File: src/rtl/sdc_pkg.sv
// ----------------------------------------------------------------------------
// sdc_pkg: shared types for the sprite DMA channel
// Action codes and the input / result transfer payload structs.
// ----------------------------------------------------------------------------
package sdc_pkg;

  // Item action codes
  typedef enum logic [1:0] {
    ActDma   = 2'd0,
    ActPos   = 2'd1,
    ActCtrl  = 2'd2,
    ActImage = 2'd3
  } sdc_action_e;

  // Input transfer payload
  typedef struct packed {
    sdc_action_e action;
    logic [15:0] word;
    logic        slot;
    logic [8:0]  line;
    logic        first_line;
  } sdc_in_t;

  // Result transfer payload
  typedef struct packed {
    logic        fetch_taken;
    logic        armed;
    logic        attach;
    logic [8:0]  horiz_start;
    logic [15:0] image_lo;
    logic [15:0] image_hi;
  } sdc_out_t;

endpackage

File: src/rtl/sprite_dma_channel_top.sv
// ----------------------------------------------------------------------------
// sprite_dma_channel_top: one sprite DMA channel
// Pipeline: the input transfer is captured in the input reg, and its result is
// registered in the result reg before the result transfer.
// Throughput: one item per cycle; a held result stalls the input reg and input.
// Reset: asynchronous active low; clears the valid flags of both stages and all sprite state.
// ----------------------------------------------------------------------------
module sprite_dma_channel_top import sdc_pkg::*; (
  input  logic     clk_i,
  input  logic     rst_ni,
  input  logic     in_valid_i,
  output logic     in_ready_o,
  input  sdc_in_t  in_data_i,
  output logic     out_valid_o,
  input  logic     out_ready_i,
  output sdc_out_t out_data_o
);

  logic     item_valid;
  logic     res_ready;
  logic     advance;
  sdc_in_t  item;
  sdc_out_t result;

  // Item moves from input reg to result reg, updating state
  assign advance = item_valid && res_ready;

  sdc_in_stage u_in_stage (
    .clk_i        (clk_i),
    .rst_ni       (rst_ni),
    .in_valid_i   (in_valid_i),
    .in_ready_o   (in_ready_o),
    .in_data_i    (in_data_i),
    .item_valid_o (item_valid),
    .item_take_i  (advance),
    .item_o       (item)
  );

  sdc_core u_core (
    .clk_i    (clk_i),
    .rst_ni   (rst_ni),
    .en_i     (advance),
    .item_i   (item),
    .result_o (result)
  );

  sdc_out_stage u_out_stage (
    .clk_i       (clk_i),
    .rst_ni      (rst_ni),
    .res_valid_i (item_valid),
    .res_ready_o (res_ready),
    .res_i       (result),
    .out_valid_o (out_valid_o),
    .out_ready_i (out_ready_i),
    .out_data_o  (out_data_o)
  );

endmodule

File: src/rtl/sdc_in_stage.sv
// ----------------------------------------------------------------------------
// sdc_in_stage: input register
// Captures one input transfer and holds it until the core consumes it.
// ----------------------------------------------------------------------------
module sdc_in_stage import sdc_pkg::*; (
  input  logic    clk_i,
  input  logic    rst_ni,
  input  logic    in_valid_i,
  output logic    in_ready_o,
  input  sdc_in_t in_data_i,
  output logic    item_valid_o,
  input  logic    item_take_i,
  output sdc_in_t item_o
);

  logic    valid_q;
  sdc_in_t data_q;

  // Free slot, or the held item leaves this cycle
  assign in_ready_o   = !valid_q || item_take_i;
  assign item_valid_o = valid_q;
  assign item_o       = data_q;

  always_ff @(posedge clk_i or negedge rst_ni) begin
    if (!rst_ni) begin
      valid_q <= 1'b0;
    end else if (in_ready_o) begin
      valid_q <= in_valid_i;
    end
  end

  // Payload needs no reset
  always_ff @(posedge clk_i) begin
    if (in_valid_i && in_ready_o) begin
      data_q <= in_data_i;
    end
  end

endmodule

File: src/rtl/sdc_core.sv
// ----------------------------------------------------------------------------
// sdc_core: sprite channel state and update logic
// Holds position, control, arm and image registers; applies one item when
// enabled and presents the resulting outputs.
// ----------------------------------------------------------------------------
module sdc_core import sdc_pkg::*; (
  input  logic     clk_i,
  input  logic     rst_ni,
  input  logic     en_i,
  input  sdc_in_t  item_i,
  output sdc_out_t result_o
);

  logic [8:0]  vstart_q, vstart_d;
  logic [8:0]  vstop_q, vstop_d;
  logic [8:0]  hpos_q, hpos_d;
  logic        attach_q, attach_d;
  logic        armed_q, armed_d;
  logic [15:0] img_lo_q, img_lo_d;
  logic [15:0] img_hi_q, img_hi_d;
  logic        taken;
  logic        armed_tmp;

  // Next state for one item
  always_comb begin
    vstart_d  = vstart_q;
    vstop_d   = vstop_q;
    hpos_d    = hpos_q;
    attach_d  = attach_q;
    armed_d   = armed_q;
    img_lo_d  = img_lo_q;
    img_hi_d  = img_hi_q;
    taken     = 1'b0;
    armed_tmp = armed_q || (item_i.line == vstart_q);
    case (item_i.action)
      ActDma: begin
        if ((item_i.line == vstop_q) || item_i.first_line) begin
          // Reload line: slot picks control or position word
          if (item_i.slot) begin
            hpos_d[0]   = item_i.word[0];
            vstop_d     = {item_i.word[1], item_i.word[15:8]};
            vstart_d[8] = item_i.word[2];
            attach_d    = item_i.word[7];
            armed_d     = 1'b0;
          end else begin
            vstart_d[7:0] = item_i.word[15:8];
            hpos_d[8:1]   = item_i.word[7:0];
          end
          taken = 1'b1;
        end else begin
          // Start line arms; armed sprite takes image word 1-slot
          armed_d = armed_tmp;
          if (armed_tmp) begin
            if (item_i.slot) begin
              img_lo_d = item_i.word;
            end else begin
              img_hi_d = item_i.word;
            end
            taken = 1'b1;
          end
        end
      end
      ActPos: begin
        vstart_d[7:0] = item_i.word[15:8];
        hpos_d[8:1]   = item_i.word[7:0];
      end
      ActCtrl: begin
        hpos_d[0]   = item_i.word[0];
        vstop_d     = {item_i.word[1], item_i.word[15:8]};
        vstart_d[8] = item_i.word[2];
        attach_d    = item_i.word[7];
        armed_d     = 1'b0;
      end
      ActImage: begin
        // Writing image word 0 arms the sprite
        if (item_i.slot) begin
          img_hi_d = item_i.word;
        end else begin
          img_lo_d = item_i.word;
          armed_d  = 1'b1;
        end
      end
      default: begin
        taken = 1'b0;
      end
    endcase
  end

  // Result reflects state after this item
  always_comb begin
    result_o.fetch_taken = taken;
    result_o.armed       = armed_d;
    result_o.attach      = attach_d;
    result_o.horiz_start = hpos_d;
    result_o.image_lo    = img_lo_d;
    result_o.image_hi    = img_hi_d;
  end

  // State registers
  always_ff @(posedge clk_i or negedge rst_ni) begin
    if (!rst_ni) begin
      vstart_q <= '0;
      vstop_q  <= '0;
      hpos_q   <= '0;
      attach_q <= 1'b0;
      armed_q  <= 1'b0;
      img_lo_q <= '0;
      img_hi_q <= '0;
    end else if (en_i) begin
      vstart_q <= vstart_d;
      vstop_q  <= vstop_d;
      hpos_q   <= hpos_d;
      attach_q <= attach_d;
      armed_q  <= armed_d;
      img_lo_q <= img_lo_d;
      img_hi_q <= img_hi_d;
    end
  end

endmodule

File: src/rtl/sdc_out_stage.sv
// ----------------------------------------------------------------------------
// sdc_out_stage: result register
// Holds one result transfer until the consumer takes it.
// ----------------------------------------------------------------------------
module sdc_out_stage import sdc_pkg::*; (
  input  logic     clk_i,
  input  logic     rst_ni,
  input  logic     res_valid_i,
  output logic     res_ready_o,
  input  sdc_out_t res_i,
  output logic     out_valid_o,
  input  logic     out_ready_i,
  output sdc_out_t out_data_o
);

  logic     valid_q;
  sdc_out_t data_q;

  // Load when empty or when the held result leaves
  assign res_ready_o = !valid_q || out_ready_i;
  assign out_valid_o = valid_q;
  assign out_data_o  = data_q;

  always_ff @(posedge clk_i or negedge rst_ni) begin
    if (!rst_ni) begin
      valid_q <= 1'b0;
    end else if (res_ready_o) begin
      valid_q <= res_valid_i;
    end
  end

  always_ff @(posedge clk_i) begin
    if (res_valid_i && res_ready_o) begin
      data_q <= res_i;
    end
  end

endmodule

File: config.mk
export PLATFORM = sky130hd
export DESIGN_NAME = sprite_dma_channel_top
export DESIGN_NICKNAME = d
export VERILOG_FILES = /design/src/rtl/sdc_pkg.sv /design/src/rtl/sprite_dma_channel_top.sv /design/src/rtl/sdc_in_stage.sv /design/src/rtl/sdc_core.sv /design/src/rtl/sdc_out_stage.sv
export SDC_FILE = /design/constraint.sdc
export NUM_CORES = 1
export LEC_CHECK = 0
export ABC_AREA = 0
export BUFFER_PORTS_ARGS = -buffer_cell sky130_fd_sc_hd__buf_4
export CAP_MARGIN = 15
export CORE_MARGIN = 3
export CORE_UTILIZATION = 55
export DETAILED_ROUTE_END_ITERATION = 10
export PLACE_DENSITY_LB_ADDON = 0.3
export SLEW_MARGIN = 20
export SYNTH_ARGS = -nofsm -noshare
export SYNTH_HDL_FRONTEND = slang
export SYNTH_SLANG_ARGS = --single-unit
File: constraint.sdc
create_clock -name clk_i -period 4.25 [get_ports clk_i]
set_input_delay 0.6375 -clock clk_i [delete_from_list [all_inputs] [get_ports clk_i]]
set_output_delay 0.6375 -clock clk_i [all_outputs]
set_load 0.005 [all_outputs]
# After elaboration in Yosys (flattened, before gate mapping)
# Index checks and enable logic that the tools add are counted.
totals:
  input_bits: 33
  ff_bits: 136
  wordCells: 74
op_classes:
  reduce_logical: 13
  n_eq_ne: 8
  mux: 32
ops:
  columns: ["operator", "count"]
  rows:
  - ["$mux 16", 8]
  - ["$pmux 16 s2", 2]
  - ["$mux 9", 4]
  - ["$pmux 8 s2", 2]
  - ["$eq 9x9->1", 2]
  - ["$pmux 9 s2", 1]
  - ["$mux 8", 2]
  - ["$mux 1", 9]
  - ["$reduce_and 4->1", 2]
  - ["$pmux 1 s2", 3]
  - ["$eq 2x2->1 const B", 2]
  - ["$logic_or 1x1->1", 4]
  - ["$ne 2x2->1 const B", 2]
  - ["$reduce_bool 2->1", 2]
  - ["$pmux 1 s3", 1]
  - ["$eq 2x1->1 const B", 1]
  - ["$logic_and 1x1->1", 2]
  - ["$logic_not 1->1", 2]
  - ["$logic_not 2->1", 1]
  - ["$ne 2x1->1 const B", 1]

# Depth between registers and ports, before layout
# Gate-level depths: netlist (run 1).
depth:
  ltp_word: 5
  ltp_mapped: 8

# By module
# Synthesis (run 1) repeated with hierarchy kept, for this count alone.
unflattened:
  hier_cells: 657
  hier_area_um2: 7013.0
modules_own_cells:
  columns: ["module", "instances", "seq_area_each_um2", "area_each_um2", "cells_per_inst"]
  rows:
  - ["sdc_core", 1, 1526.5, 4707.0, 575]
  - ["sdc_out_stage", 1, 1346.3, 1375.1, 48]
  - ["sdc_in_stage", 1, 895.9, 924.6, 33]
  - ["sprite_dma_channel_top", 1, 0.0, 6.3, 1]

# Least setup slack after synthesis (run 1)
# No wires, ideal clock.
synth_path:
  kind: "in2reg"
  start: "in out_ready_i"
  end: "reg u_out_stage.data_q, in the netlist u_out_stage.out_data_o[0], enable pin"
  cell_stages: 4
  t_required_ns: 3.824
  t_arrival_ns: 2.364
  n_path_buf: 1
  setup_slack_ns: 1.460
  cell_sequence: "nand2b_1 nand2_1 inv_1 clkbuf_1"
synth_between:
  elab_chain_len: 2
synth_lines:
  columns: ["element", "line", "source"]
  rows:
  - ["start: declaration", "sprite_dma_channel_top.sv:15", "input logic out_ready_i,"]
  - ["$logic_or 1x1->1", "sdc_out_stage.sv:20", "assign res_ready_o = !valid_q || out_ready_i;"]
  - ["$logic_and 1x1->1", null, null]
  - ["named net advance", "sprite_dma_channel_top.sv:21", "logic advance;"]
  - ["end signal: assignment", "sdc_out_stage.sv:34", "data_q <= res_i;"]
  - ["end: declaration", "sdc_out_stage.sv:17", "sdc_out_t data_q;"]
# The timed path passes the listed nets, and every way through them passes these cells.
# A chain may end at the register's enable or synchronous reset.

# Worst setup path after layout (run 1)
layout_path:
  start: "reg u_in_stage.data_q, in the netlist u_in_stage.item_o[27]"
  end: "reg u_core.vstop_q[1]"
layout_between:
  elab_chain_len: 3
  elab_cells_between_ends: 7
layout_lines:
  columns: ["element", "line", "source"]
  rows:
  - ["start: declaration", "sdc_in_stage.sv:17", "sdc_in_t data_q;"]
  - ["start signal: assignment", "sdc_in_stage.sv:35", "data_q <= in_data_i;"]
  - ["$logic_not 2->1 / $eq 2x2->1 (equally long branches)", "sdc_core.sv:35", "case (item_i.action)"]
  - ["$ne 2x1->1 (no source line) (tied with other cells)", null, null]
  - ["$reduce_and 4->1 (no source line)", null, null]
  - ["end signal: assignment", "sdc_core.sv:111", "vstop_q <= vstop_d;"]
  - ["end: declaration", "sdc_core.sv:15", "logic [8:0] vstop_q, vstop_d;"]
# Several ways; a longest one is shown, not always the timed one.

==> impl_metrics.sql, run 1 <==
INSERT INTO impl_metrics (metric_group, metric, value, unit) VALUES
('global_routing', 'grt_antenna_before_repair', '0', ''),
('logic_synthesis', 'ys_seq_area_share', '65.6', '%'),
('logic_synthesis', 'area_fraction_in_compound_gates_after_synthesis', '18.7', '%'),
('final_layout', 'num-nets-final', '501', ''),
('sta', 'unrepaired_setup_endpoints_after_global_routing', 'false', ''),
('floorplan', 'fp.dieArea', '11700', 'um^2'),
('floorplan', 'die_w', '108', 'um'),
('worst_setup_path', 'crit_path_dat', '3.35', 'ns'),
('worst_setup_path', 'cp_data_required_time', '4.65', 'ns'),
('sta', 'finClkSkew', '0.0122', 'ns'),
('place', 'globalplace.congestion', '0.856', ''),
('clocking', 'deepest_clock_path_buffer_count', '2', ''),
('power_and_ir_drop', 'power.static_leakage', '2.89', 'nW'),
('logic_synthesis', 'dominant_combinational_cell_family_by_area_after_synthesis', 'compound AO/OA/AOI/OAI gates', ''),
('sta', 'setup-violations-final', '0', ''),
('logic_synthesis', 'syn_inst', '386', ''),
('clocking', 'clock_tree_from_tritoncts', 'done', ''),
('worst_setup_path', 'crit_path_max_fanout', '18', ''),
('sta', 'post-route-min-period', '2.95', 'ns'),
('place', 'place_hpwl', '7.88', 'mm'),
('worst_setup_path', 'timing.setup.critical_path_class', 'flop to flop', ''),
('clocking', 'clk_pin_slew', '0.07', 'ns'),
('floorplan', 'area_of_the_core', '9950', 'um^2'),
('floorplan', 'row_count', '36', ''),
('power_and_ir_drop', 'power.total', '0.00381', 'W'),
('min_path', 'timing.hold.worst.class', 'input pin to asynchronous set/reset pin', ''),
('sta', 'timing_max_transition_violations_final', '0', ''),
('power_and_ir_drop', 'powerDensity', '544', 'nW/um^2'),
('global_routing', 'largest_net_degree_at_the_start_of_global_routing', '64', ''),
('routing', 'drt_wl_total', '12.7', 'mm'),
('status', 'outcome', 'finished, final reports clean', ''),
('logic_synthesis', 'mappedNetlistNets', '423', ''),
('clocking', 'numClockSinks', '136', ''),
('place', 'port_buffers', '78', ''),
('clocking', 'clock_latency_reported_for_the_late_side_of_the_worst_skew_pair', '0.52', 'ns'),
('clocking', 'hold_buffers', '0', ''),
('sta', 'least_margin_pin_slew', '1.06', 'ns'),
('clocking', 'ctsHtreeMaxLevel', '4', ''),
('power_and_ir_drop', 'ir_drop', '298', 'uV'),
('logic_synthesis', 'synth-simple-area-share', '5.27', '%'),
('routing', 'drc', '0', ''),
('final_layout', 'drive_gt1_share', '31.4', '%'),
('final_layout', 'n_antenna_cell', '0', ''),
('final_layout', 'area.growth.synth_to_final', '21.9', '%'),
('sta', 'timing.final.hold_violations', '0', ''),
('global_routing', 'gr-total-overflow', '0', ''),
('logic_synthesis', 'synthAdderAreaFrac', '0.872', '%'),
('routing', 'routed-via-count', '3829', ''),
('clocking', 'cts_inserted_buffers', '17', ''),
('floorplan', 'start_util', '57.7', '%'),
('global_routing', 'grt_pass1_wl', '20.3', 'mm'),
('logic_synthesis', 'syn_area', '5740', 'um^2'),
('worst_setup_path', 'worst_setup_path_end_kind', 'flop', ''),
('routing', 'route.detailed.wl_per_inst', '20.8', 'um'),
('logic_synthesis', 'ys.warnings.count', '0', ''),
('routing', 'drt-vias-per-instance', '6.28', ''),
('clocking', 'post_cts_resized', '0', ''),
('worst_setup_path', 'setup.worst_path.start_class', 'flop', ''),
('sta', 'final.setup.tns', '0', 'ns'),
('logic_synthesis', 'synth.mux.area_fraction', '4.31', '%'),
('logic_synthesis', 'synth_xor_xnor_area_share', '2.75', '%'),
('global_routing', 'globalRouteTotalUtil', '23.2', '%'),
('sta', 'maxClockFrequency', '339', 'MHz'),
('job', 'cap_violations', '0', ''),
('clocking', 'post-cts-setup-buffers', '0', ''),
('routing', 'dr.first_iter.drc_count', '332', ''),
('global_routing', 'number_of_global_route_vias_before_repair', '3722', ''),
('sta', 'headroom_to_the_max_slew_limit', '28.8', '%'),
('sta', 'min_period_over_period', '69.3', '%'),
('clocking', 'clockRootBuffer', 'clkbuf_8', ''),
('routing', 'route.antenna.remaining_nets', '0', ''),
('floorplan', 'die_y', '108', 'um'),
('routing', 'detailedRoute.firstPassIterationCount', '5', ''),
('floorplan', 'io_pins', '79', ''),
('worst_setup_path', 'timing.rr.start', 'u_in_stage.item_o[27]$_DFFE_PP_', ''),
('logic_synthesis', 'yosysUniqueCellTypes', '45', ''),
('worst_setup_path', 'setup.worst_path.start', 'u_in_stage.item_o[27]$_DFFE_PP_', ''),
('logic_synthesis', 'synth_register_bits', '136', ''),
('logic_synthesis', 'synth.avg_cell_area', '14.9', 'um^2');
cell usage in the layout, fill, tap and decap left out, types with 5 or more instances in the layout:
master,instances
inv_6,7
a22o_1,40
dfrtp_1,63
mux2_2,22
o21ai_0,7
edfxtp_1,73
nor3_1,5
nand2_1,15
xor2_1,18
nand3_1,5
a32o_1,40
buf_4,82
clkbuf_16,16
nor2b_1,5
inv_1,6
nor2_1,9
sequential cells by signal (all words and copies together), names as in the netlist:
signal,count
u_in_stage.item_valid_o,1
u_in_stage.item_o,29
u_core.vstart_q,9
u_out_stage.out_data_o,44
u_out_stage.out_valid_o,1
u_core.hpos_q,9
u_core.img_lo_q,16
u_core.armed_q,1
u_core.vstop_q,9
u_core.attach_q,1
u_core.img_hi_q,16
synthesized netlist by cell type (all sizes together):
cell	count	area, um^2
o21ai	8	43.8
and2	1	6.26
xor2	18	158
a22o	40	350
mux2	22	248
nand3	6	35.0
nand2	15	56.3
buf	16	86.3
nor2b	5	31.3
o211ai	2	15.0
ha	4	50.1
nor4	5	46.3
a31oi	4	37.5
o41ai	1	27.5
nand4b	1	8.76
a32o	40	400
nand2b	2	12.5
inv	7	26.3
o31ai	2	15.0
a21o	2	15.0
a32oi	2	25.0
o221ai	2	17.5
and3	2	12.5
clkbuf	7	26.3
a41o	3	30.0
a21oi	6	33.8
a311oi	2	17.5
nor3	7	40.0
or4	1	7.51
nor2	10	40.0
a22oi	4	30.0
a31o	2	17.5
dfrtp	63	1580
edfxtp	73	2190
or2	1	6.26
worst max-delay path: stages, from the launching register on:
cell and delay [ns]:
edfxtp_1 0.42, inv_1 0.11, ha_1 0.56, inv_1 0.28
nor2_1 0.34, o21ai_0 0.24, nor2_2 0.48, mux2_2 0.41
power breakdown:
part / leakage, nW / internal, W / switching, W / total [W]
sequential: 1.51 / 0.00163 / 0.000142 / 0.00177
clock: 0.278 / 0.000851 / 0.000589 / 0.00144
combinational: 1.09 / 0.000298 / 0.000303 / 0.000601
layout make-up:
cell class / instances / area, um^2
Tap cell: 133 / 166
Sequential cell: 136 / 3770
Clock buffer: 18 / 418
Timing Repair Buffer: 82 / 616
Clock inverter: 14 / 160
Inverter: 7 / 26.3
Fill cell: 665 / 2960
Multi-Input combinational cell: 220 / 1840
layer usage:
layer	wire length, um	track usage (%)	vias up	part of all wire [%]
li1	-	-	1708	-
met1	5250	32.4	1926	41
met2	6210	36.0	181	49
met3	1030	5.73	14	8.1
met4	194	7.94	0	1.5
met5	0	0	-	0
logic make-up after synthesis:
| family | count (synthesis) |
|---|---|
| adders and majority gates | 4 |
| buffers and inverters | 30 |
| xor gates and xnor gates | 18 |
| DFF | 136 |
| and+or+nand+nor | 56 |
| AOI/OAI and AO/OA | 120 |
| muxes | 22 |
through the flow:
stage               instances  setup WS, ns  hold slack, ns  instance area (um^2)  util [%]
floorplan                 386          1.46           0.342                  5740         -
global placement          578          1.47           0.473                  6420      64.5
detailed placement        578          1.37           0.481                  6420      64.5
CTS                       610          1.32           0.236                  7000      70.3
global route              610          1.05           0.258                  7000      70.3
finish                    610          1.30           0.194                  7000      70.3
final timing paths:
check | end | slack (ns) | depth (start not counted)
setup / recovery | u_core.vstop_q[1]$_DFFE_PN0P_ | 1.30 | 7
hold / removal | u_core.vstart_q[4]$_DFFE_PN0P_ | 0.19 | 1
setup reg to reg | u_core.vstop_q[1]$_DFFE_PN0P_ | 1.30 | 7
hold reg to reg | u_core.img_lo_q[9]$_DFFE_PN0P_ | 0.49 | 1
max in group asynchronous | u_core.img_hi_q[4]$_DFFE_PN0P_ | 3.51 | 1
min in group clk_i | u_in_stage.item_o[5]$_DFFE_PP_ | 0.28 | 1
Note: power is estimated with default switching activity, not from simulation.
==> run 2, diff against run 1 <==
- CORE_UTILIZATION: 55 -> 52
- clock period: 4.25 -> 2.48 ns (I/O delays scaled with it)
==> run 2 against run 1 <==
  * Critical path depth is 2 lower
  * Design area rose by 5.0%
  * Clock skew down 0.0030 ns
  * Global-route usage is 1.5 points lower
  * Die area increased by 5.4%
  * Sequential share of layout area decreased by 2.6 points
==> impl_metrics.sql, run 2 (synthesis results as in run 1) <==
INSERT INTO impl_metrics (metric_group, metric, value, unit) VALUES
('clocking', 'ctsHtreeMaxLevel', '4', ''),
('global_routing', 'largest_net_degree_at_the_start_of_global_routing', '64', ''),
('min_path', 'timing.hold.worst.class', 'input pin to flop', ''),
('routing', 'routed-via-count', '3965', ''),
('floorplan', 'die_y', '111', 'um'),
('floorplan', 'fp.dieArea', '12300', 'um^2'),
('sta', 'headroom_to_the_max_slew_limit', '39.7', '%'),
('worst_setup_path', 'crit_path_max_fanout', '15', ''),
('routing', 'route.antenna.remaining_nets', '0', ''),
('worst_setup_path', 'worstPathCellList', 'xor2_1, nor4_4, nand3_2, a32oi_2, a22o_1', ''),
('worst_setup_path', 'timing.rr.start', 'u_in_stage.item_o[8]$_DFFE_PP_', ''),
('final_layout', 'final-seq-area', '3770', 'um^2'),
('global_routing', 'grt_pass1_wl', '20.8', 'mm'),
('routing', 'detailedRoute.firstPassIterationCount', '5', ''),
('place', 'port_buffers', '78', ''),
('sta', 'timing_max_transition_violations_final', '0', ''),
('power_and_ir_drop', 'power.static_leakage', '3.08', 'nW'),
('sta', 'post-route-min-period', '2.37', 'ns'),
('routing', 'drt_wl_total', '12.8', 'mm'),
('worst_setup_path', 'reg2reg_depth', '5', ''),
('clocking', 'clock_latency_reported_for_the_late_side_of_the_worst_skew_pair', '0.52', 'ns'),
('routing', 'drt-vias-per-instance', '6.14', ''),
('clocking', 'cts_inserted_buffers', '17', ''),
('power_and_ir_drop', 'powerDensity', '936', 'nW/um^2'),
('routing', 'dr.first_iter.drc_count', '381', ''),
('worst_setup_path', 'timing.setup.critical_path_class', 'flop to flop', ''),
('floorplan', 'row_count', '37', ''),
('routing', 'drc', '0', ''),
('final_layout', 'multi_input_logic_area', '1840', 'um^2'),
('worst_setup_path', 'crit_path_dat', '2.76', 'ns'),
('global_routing', 'number_of_global_route_vias_before_repair', '3919', ''),
('final_layout', 'mostFrequentLayoutCells', 'buf_4 (101), edfxtp_1 (73), dfrtp_1 (63), a22o_1 (40), a32o_1 (40)', ''),
('worst_setup_path', 'timing.critical_path.to', 'u_out_stage.out_data_o[21]$_DFFE_PP_', ''),
('power_and_ir_drop', 'ir_drop', '682', 'uV'),
('final_layout', 'n_antenna_cell', '0', ''),
('worst_setup_path', 'critPathMaxStageDelay', '0.76', 'ns'),
('worst_setup_path', 'setup.worst_path.start_class', 'flop', ''),
('clocking', 'deepest_clock_path_buffer_count', '2', ''),
('sta', 'finClkSkew', '0.00925', 'ns'),
('worst_setup_path', 'worst_setup_path_end_kind', 'flop', ''),
('floorplan', 'die_w', '111', 'um'),
('worst_setup_path', 'setup.worst_path.start', 'u_in_stage.item_o[8]$_DFFE_PP_', ''),
('clocking', 'clk_pin_slew', '0.06', 'ns'),
('worst_setup_path', 'timing.critical_path.max_delay_family', 'compound AO/OA/AOI/OAI gates', ''),
('sta', 'timing.final.hold_violations', '0', ''),
('sta', 'least_margin_pin_slew', '0.901', 'ns'),
('final_layout', 'fillers', '716', ''),
('clocking', 'clockRootBuffer', 'clkbuf_8', ''),
('sta', 'unrepaired_setup_endpoints_after_global_routing', 'true', ''),
('clocking', 'numClockSinks', '136', ''),
('worst_setup_path', 'r2r-end', 'u_out_stage.out_data_o[21]$_DFFE_PP_', ''),
('global_routing', 'gr-total-overflow', '0', ''),
('final_layout', 'mostFrequentLayoutCell', 'buf_4', ''),
('job', 'cap_violations', '0', ''),
('sta', 'maxClockFrequency', '422', 'MHz'),
('worst_setup_path', 'cp_data_required_time', '2.87', 'ns'),
('place', 'place_hpwl', '8.29', 'mm'),
('worst_setup_path', 'crit_cells', '5', ''),
('final_layout', 'largest_register_ff_count', '44', ''),
('worst_setup_path', 'worst_path_max_delay_cell', 'a32oi_2', ''),
('floorplan', 'area_of_the_core', '10500', 'um^2'),
('final_layout', 'drive_gt1_share', '32.5', '%'),
('worst_setup_path', 'critical_path.n_buffers_inverters', '0', ''),
('global_routing', 'grt_antenna_before_repair', '0', ''),
('final_layout', 'number_of_standard_cells_in_the_layout_taps_in_and_fillers_out', '646', ''),
('final_layout', 'area.growth.synth_to_final', '28.0', '%'),
('place', 'globalplace.congestion', '0.860', ''),
('status', 'outcome', 'finished, final reports clean', ''),
('floorplan', 'io_pins', '79', ''),
('floorplan', 'start_util', '54.6', '%'),
('sta', 'min_period_over_period', '95.7', '%'),
('sta', 'setup-violations-final', '0', ''),
('final_layout', 'num-nets-final', '534', ''),
('place', 'numPlacedInstances', '600', ''),
('clocking', 'post-cts-setup-buffers', '0', ''),
('worst_setup_path', 'reg2reg_setup_slack', '0.11', 'ns'),
('global_routing', 'globalRouteTotalUtil', '21.7', '%'),
('clocking', 'clock_tree_from_tritoncts', 'done', ''),
('routing', 'route.detailed.wl_per_inst', '19.8', 'um'),
('power_and_ir_drop', 'power.total', '0.00687', 'W');
==> run 2: changes by cell type in the layout (fill, tap and decap cells not counted), sizes merged <==
cell	before	now
clkinvlp	2	0
dlygate4sd3	0	14
clkbuf	18	20
inv	15	10
bufinv	2	6
clkinv	2	3
buf	82	101
==> run 2: layout make-up <==
type,instances,area share (%)
sequential,136,51.3
multi-input combinational,220,25.0
timing repair buffer,115,12.2
clock buffer,20,5.79
clock inverter,12,3.00
tap,136,2.32
inverter,7,0.358
==> run 2: report_power, final <==
group          internal (W)  switching, W
logic              0.000567      0.000515
registers           0.00279      0.000240
clock network       0.00184      0.000923
==> run 2: how the worst min path moves through the flow <==
| stage | depth (start not counted) | end | startpoint |
|---|---|---|---|
| final | 1 | u_in_stage.item_o[9]$_DFFE_PP_ | in_data_i[9] |
| after global placement | 1 | u_core.hpos_q[2]$_DFFE_PN0P_ | u_core.hpos_q[2]$_DFFE_PN0P_ |
| after detailed placement | 1 | u_core.hpos_q[7]$_DFFE_PN0P_ | u_core.hpos_q[7]$_DFFE_PN0P_ |
| after global routing | 1 | u_in_stage.item_o[23]$_DFFE_PP_ | in_data_i[23] |
| after CTS | 1 | u_in_stage.item_o[16]$_DFFE_PP_ | in_data_i[16] |
| after floorplan | 0 | u_core.armed_q$_DFFE_PN0P_ | rst_ni |
==> run 2: metal layers <==
metal | up-vias | global-route usage, % | wire (um)
li1 | 1779 | - | -
met2 | 164 | 34.8 | 6420
met5 | - | 0 | 0
met1 | 2000 | 28.7 | 5330
met4 | 0 | 8.19 | 207
met3 | 22 | 5.51 | 858
==> run 2: repair_timing <==
item,4_1_cts,5_1_grt
setup endpoints to repair,0,19
endpoints found under the hold margin,75,1
resized for setup,0,0
hold buffers,13,1
==> run 2: through the flow <==
| stage | TNS [ns] | util (%) | cell area, um^2 | hold slack, ns | setup slack (ns) |
|---|---|---|---|---|---|
| floorplan | 0 | - | 5740 | 0.0764 | 0.304 |
| detailed placement | 0 | 62.4 | 6560 | 0.482 | 0.192 |
| finish | 0 | 69.9 | 7350 | 0.0265 | 0.108 |
| CTS | 0 | 69.8 | 7340 | 0.000198 | 0.134 |
| global placement | 0 | 62.4 | 6560 | 0.473 | 0.188 |
| global route | -0.460 | 69.9 | 7350 | 0.000184 | -0.0424 |
==> run 2: worst reg2reg max path, delay by kind of cell (launching register included) <==
family                    cells  cell delay, ns
xor gates and xnor gates      1            0.20
and+or+nand+nor               2            0.59
AOI/OAI and AO/OA             2            1.03
DFF                           1            0.43
==> run 3, diff against run 2 <==
- CORE_UTILIZATION: 52 -> 30
- CTS_CLUSTER_SIZE: unset -> 40
==> run 3 against run 2 <==
  * Final cell count up 13%
  * Sequential share of layout area increased by 0.061 points
  * Critical path type unchanged
  * Hold slack improved by 0.027 ns
  * Worst setup slack better by 0.029 ns
  * Count of clock-buffer cells in the layout down 2
  * Combinational power about the same
==> impl_metrics.sql, run 3 (synthesis results as in run 1) <==
INSERT INTO impl_metrics (metric_group, metric, value, unit) VALUES
('global_routing', 'globalRouteTotalUtil', '14.3', '%'),
('routing', 'route.antenna.remaining_nets', '0', ''),
('worst_setup_path', 'worst_path_max_delay_cell', 'or4_1', ''),
('final_layout', 'num-nets-final', '522', ''),
('clocking', 'hold_buffers', '0', ''),
('global_routing', 'grt_antenna_before_repair', '0', ''),
('place', 'globalplace.congestion', '0.836', ''),
('clocking', 'deepest_clock_path_buffer_count', '2', ''),
('clocking', 'clock_tree_from_tritoncts', 'done', ''),
('sta', 'worst_slack', '0.137', 'ns'),
('job', 'cap_violations', '0', ''),
('power_and_ir_drop', 'power.static_leakage', '3.01', 'nW'),
('place', 'dpl_worst_slack', '0.103', 'ns'),
('floorplan', 'row_count', '49', ''),
('final_layout', 'area.growth.synth_to_final', '27.8', '%'),
('place', 'place_hpwl', '9.61', 'mm'),
('clocking', 'numClockSinks', '136', ''),
('clocking', 'clockRootBuffer', 'clkbuf_16', ''),
('worst_setup_path', 'worstPathCellList', 'ha_1, nor2b_1, or4_1, a311oi_1, a21oi_1, buf_4, a32o_1', ''),
('worst_setup_path', 'critPathMaxStageDelay', '0.59', 'ns'),
('routing', 'dr.first_iter.drc_count', '307', ''),
('clocking', 'ctsHtreeMaxLevel', '4', ''),
('global_routing', 'largest_net_degree_at_the_start_of_global_routing', '64', ''),
('global_routing', 'globalRouteMet2Util', '22.1', '%'),
('place', 'numPlacedInstances', '695', ''),
('place', 'port_buffers', '78', ''),
('sta', 'setup-violations-final', '0', ''),
('global_routing', 'grt_busiest_layer', 'met2', ''),
('global_routing', 'met1_usage', '19.5', '%'),
('sta', 'timing.final.hold_violations', '0', ''),
('power_and_ir_drop', 'ir_drop', '481', 'uV'),
('floorplan', 'start_util', '31.2', '%'),
('final_layout', 'n_antenna_cell', '0', ''),
('worst_setup_path', 'setup.worst_path.start_class', 'flop', ''),
('worst_setup_path', 'timing.critical_path.max_delay_family', 'simple AND/OR/NAND/NOR gates', ''),
('routing', 'routed-via-count', '3836', ''),
('final_layout', 'largest_register_ff_count', '44', ''),
('sta', 'post-route-min-period', '2.34', 'ns'),
('sta', 'min_period_over_period', '94.5', '%'),
('global_routing', 'grtUsageMet3', '3.47', '%'),
('min_path', 'timing.hold.worst.class', 'input pin to asynchronous set/reset pin', ''),
('global_routing', 'number_of_global_route_vias_before_repair', '4008', ''),
('final_layout', 'fillers', '1742', ''),
('floorplan', 'die_w', '144', 'um'),
('routing', 'drt-vias-per-instance', '5.28', ''),
('routing', 'detailedRoute.firstPassIterationCount', '5', ''),
('global_routing', 'grt_pass1_wl', '22.2', 'mm'),
('sta', 'least_margin_pin_slew', '0.840', 'ns'),
('routing', 'route.detailed.wl_per_inst', '19.6', 'um'),
('routing', 'drc', '0', ''),
('clocking', 'clk_pin_slew', '0.06', 'ns'),
('worst_setup_path', 'cp_data_required_time', '2.78', 'ns'),
('power_and_ir_drop', 'powerDensity', '918', 'nW/um^2'),
('final_layout', 'number_of_standard_cells_in_the_layout_taps_in_and_fillers_out', '727', ''),
('global_routing', 'gr-total-overflow', '0', ''),
('clocking', 'cts_inserted_buffers', '17', ''),
('worst_setup_path', 'worst_setup_path_end_kind', 'flop', ''),
('clocking', 'clock_latency_reported_for_the_late_side_of_the_worst_skew_pair', '0.42', 'ns'),
('sta', 'final.setup.tns', '0', 'ns'),
('sta', 'headroom_to_the_max_slew_limit', '43.6', '%'),
('sta', 'finClkSkew', '0.00910', 'ns'),
('sta', 'maxClockFrequency', '427', 'MHz'),
('worst_setup_path', 'crit_path_max_fanout', '15', ''),
('floorplan', 'die_y', '144', 'um'),
('worst_setup_path', 'critical_path.n_buffers_inverters', '1', ''),
('sta', 'timing_max_transition_violations_final', '0', ''),
('routing', 'drt_wl_total', '14.2', 'mm'),
('floorplan', 'area_of_the_core', '18400', 'um^2'),
('status', 'outcome', 'finished, final reports clean', ''),
('final_layout', 'mostFrequentLayoutCell', 'buf_4', ''),
('sta', 'unrepaired_setup_endpoints_after_global_routing', 'false', ''),
('floorplan', 'io_pins', '79', ''),
('final_layout', 'mostFrequentLayoutCells', 'buf_4 (101), edfxtp_1 (73), dfrtp_1 (63), a22o_1 (40), a32o_1 (40)', ''),
('worst_setup_path', 'timing.setup.critical_path_class', 'flop to flop', ''),
('final_layout', 'drive_gt1_share', '34.5', '%'),
('floorplan', 'fp.dieArea', '20800', 'um^2'),
('worst_setup_path', 'crit_path_dat', '2.64', 'ns');
==> run 3: power by group <==
group	internal, W	switching [W]	total, W
clock network	0.00167	0.000937	0.00261
logic	0.000569	0.000532	0.00110
registers	0.00279	0.000240	0.00303
total	0.00503	0.00171	0.00674
==> run 3: final timing paths <==
check / from / to / slack, ns / cells past startpoint
setup / recovery: u_in_stage.item_o[27]$_DFFE_PP_ / u_core.img_hi_q[7]$_DFFE_PN0P_ / 0.14 / 7
hold reg to reg: u_core.hpos_q[2]$_DFFE_PN0P_ / u_core.hpos_q[2]$_DFFE_PN0P_ / 0.49 / 1
setup reg to reg: u_in_stage.item_o[27]$_DFFE_PP_ / u_core.img_hi_q[7]$_DFFE_PN0P_ / 0.14 / 7
min in group clk_i: in_data_i[6] / u_in_stage.item_o[6]$_DFFE_PP_ / 0.13 / 1
max in group asynchronous: rst_ni / u_core.img_lo_q[15]$_DFFE_PN0P_ / 1.86 / 1
hold / removal: rst_ni / u_core.img_hi_q[7]$_DFFE_PN0P_ / 0.05 / 1
==> run 3: worst reg2reg max path: stages, from the launching register on <==
cell	delay (ns)
edfxtp_1	0.43
ha_1	0.23
nor2b_1	0.19
or4_1	0.59
a311oi_1	0.25
a21oi_1	0.10
buf_4	0.21
a32o_1	0.23
==> run 3: metrics by stage <==
step | area, um^2 | util, % | hold WS [ns] | power [W]
CTS | 7330 | 39.8 | 0.0922 | 0.00682
global route | 7340 | 39.9 | 0.107 | 0.00705
finish | 7340 | 39.9 | 0.0530 | 0.00674
global placement | 6720 | 36.5 | 0.473 | 0.00414
detailed placement | 6720 | 36.5 | 0.481 | 0.00418
floorplan | 5740 | - | 0.0764 | 0.00369
==> run 3: layout make-up <==
type                            instances  area (um^2)  area share, %
Tap cell                              229          287           3.90
Timing Repair Buffer                  103          798           10.9
Inverter                                7         26.3          0.358
Clock buffer                           18          429           5.85
Multi-Input combinational cell        220         1850           25.2
Clock inverter                         14          180           2.45
Sequential cell                       136         3770           51.3
==> run 3: what timing repair did <==
| action | in CTS | in global routing |
|---|---|---|
| gates resized for setup | 0 | 3 |
| setup endpoints to repair | 0 | 24 |
| buffers inserted | 0 | 0 |
| endpoints found under the hold margin | 0 | 0 |
==> run 3: layer usage <==
metal,routed length [um],part of all wire [%]
met5,0,0
met3,700,4.9
met4,192,1.3
met1,6640,47
met2,6700,47
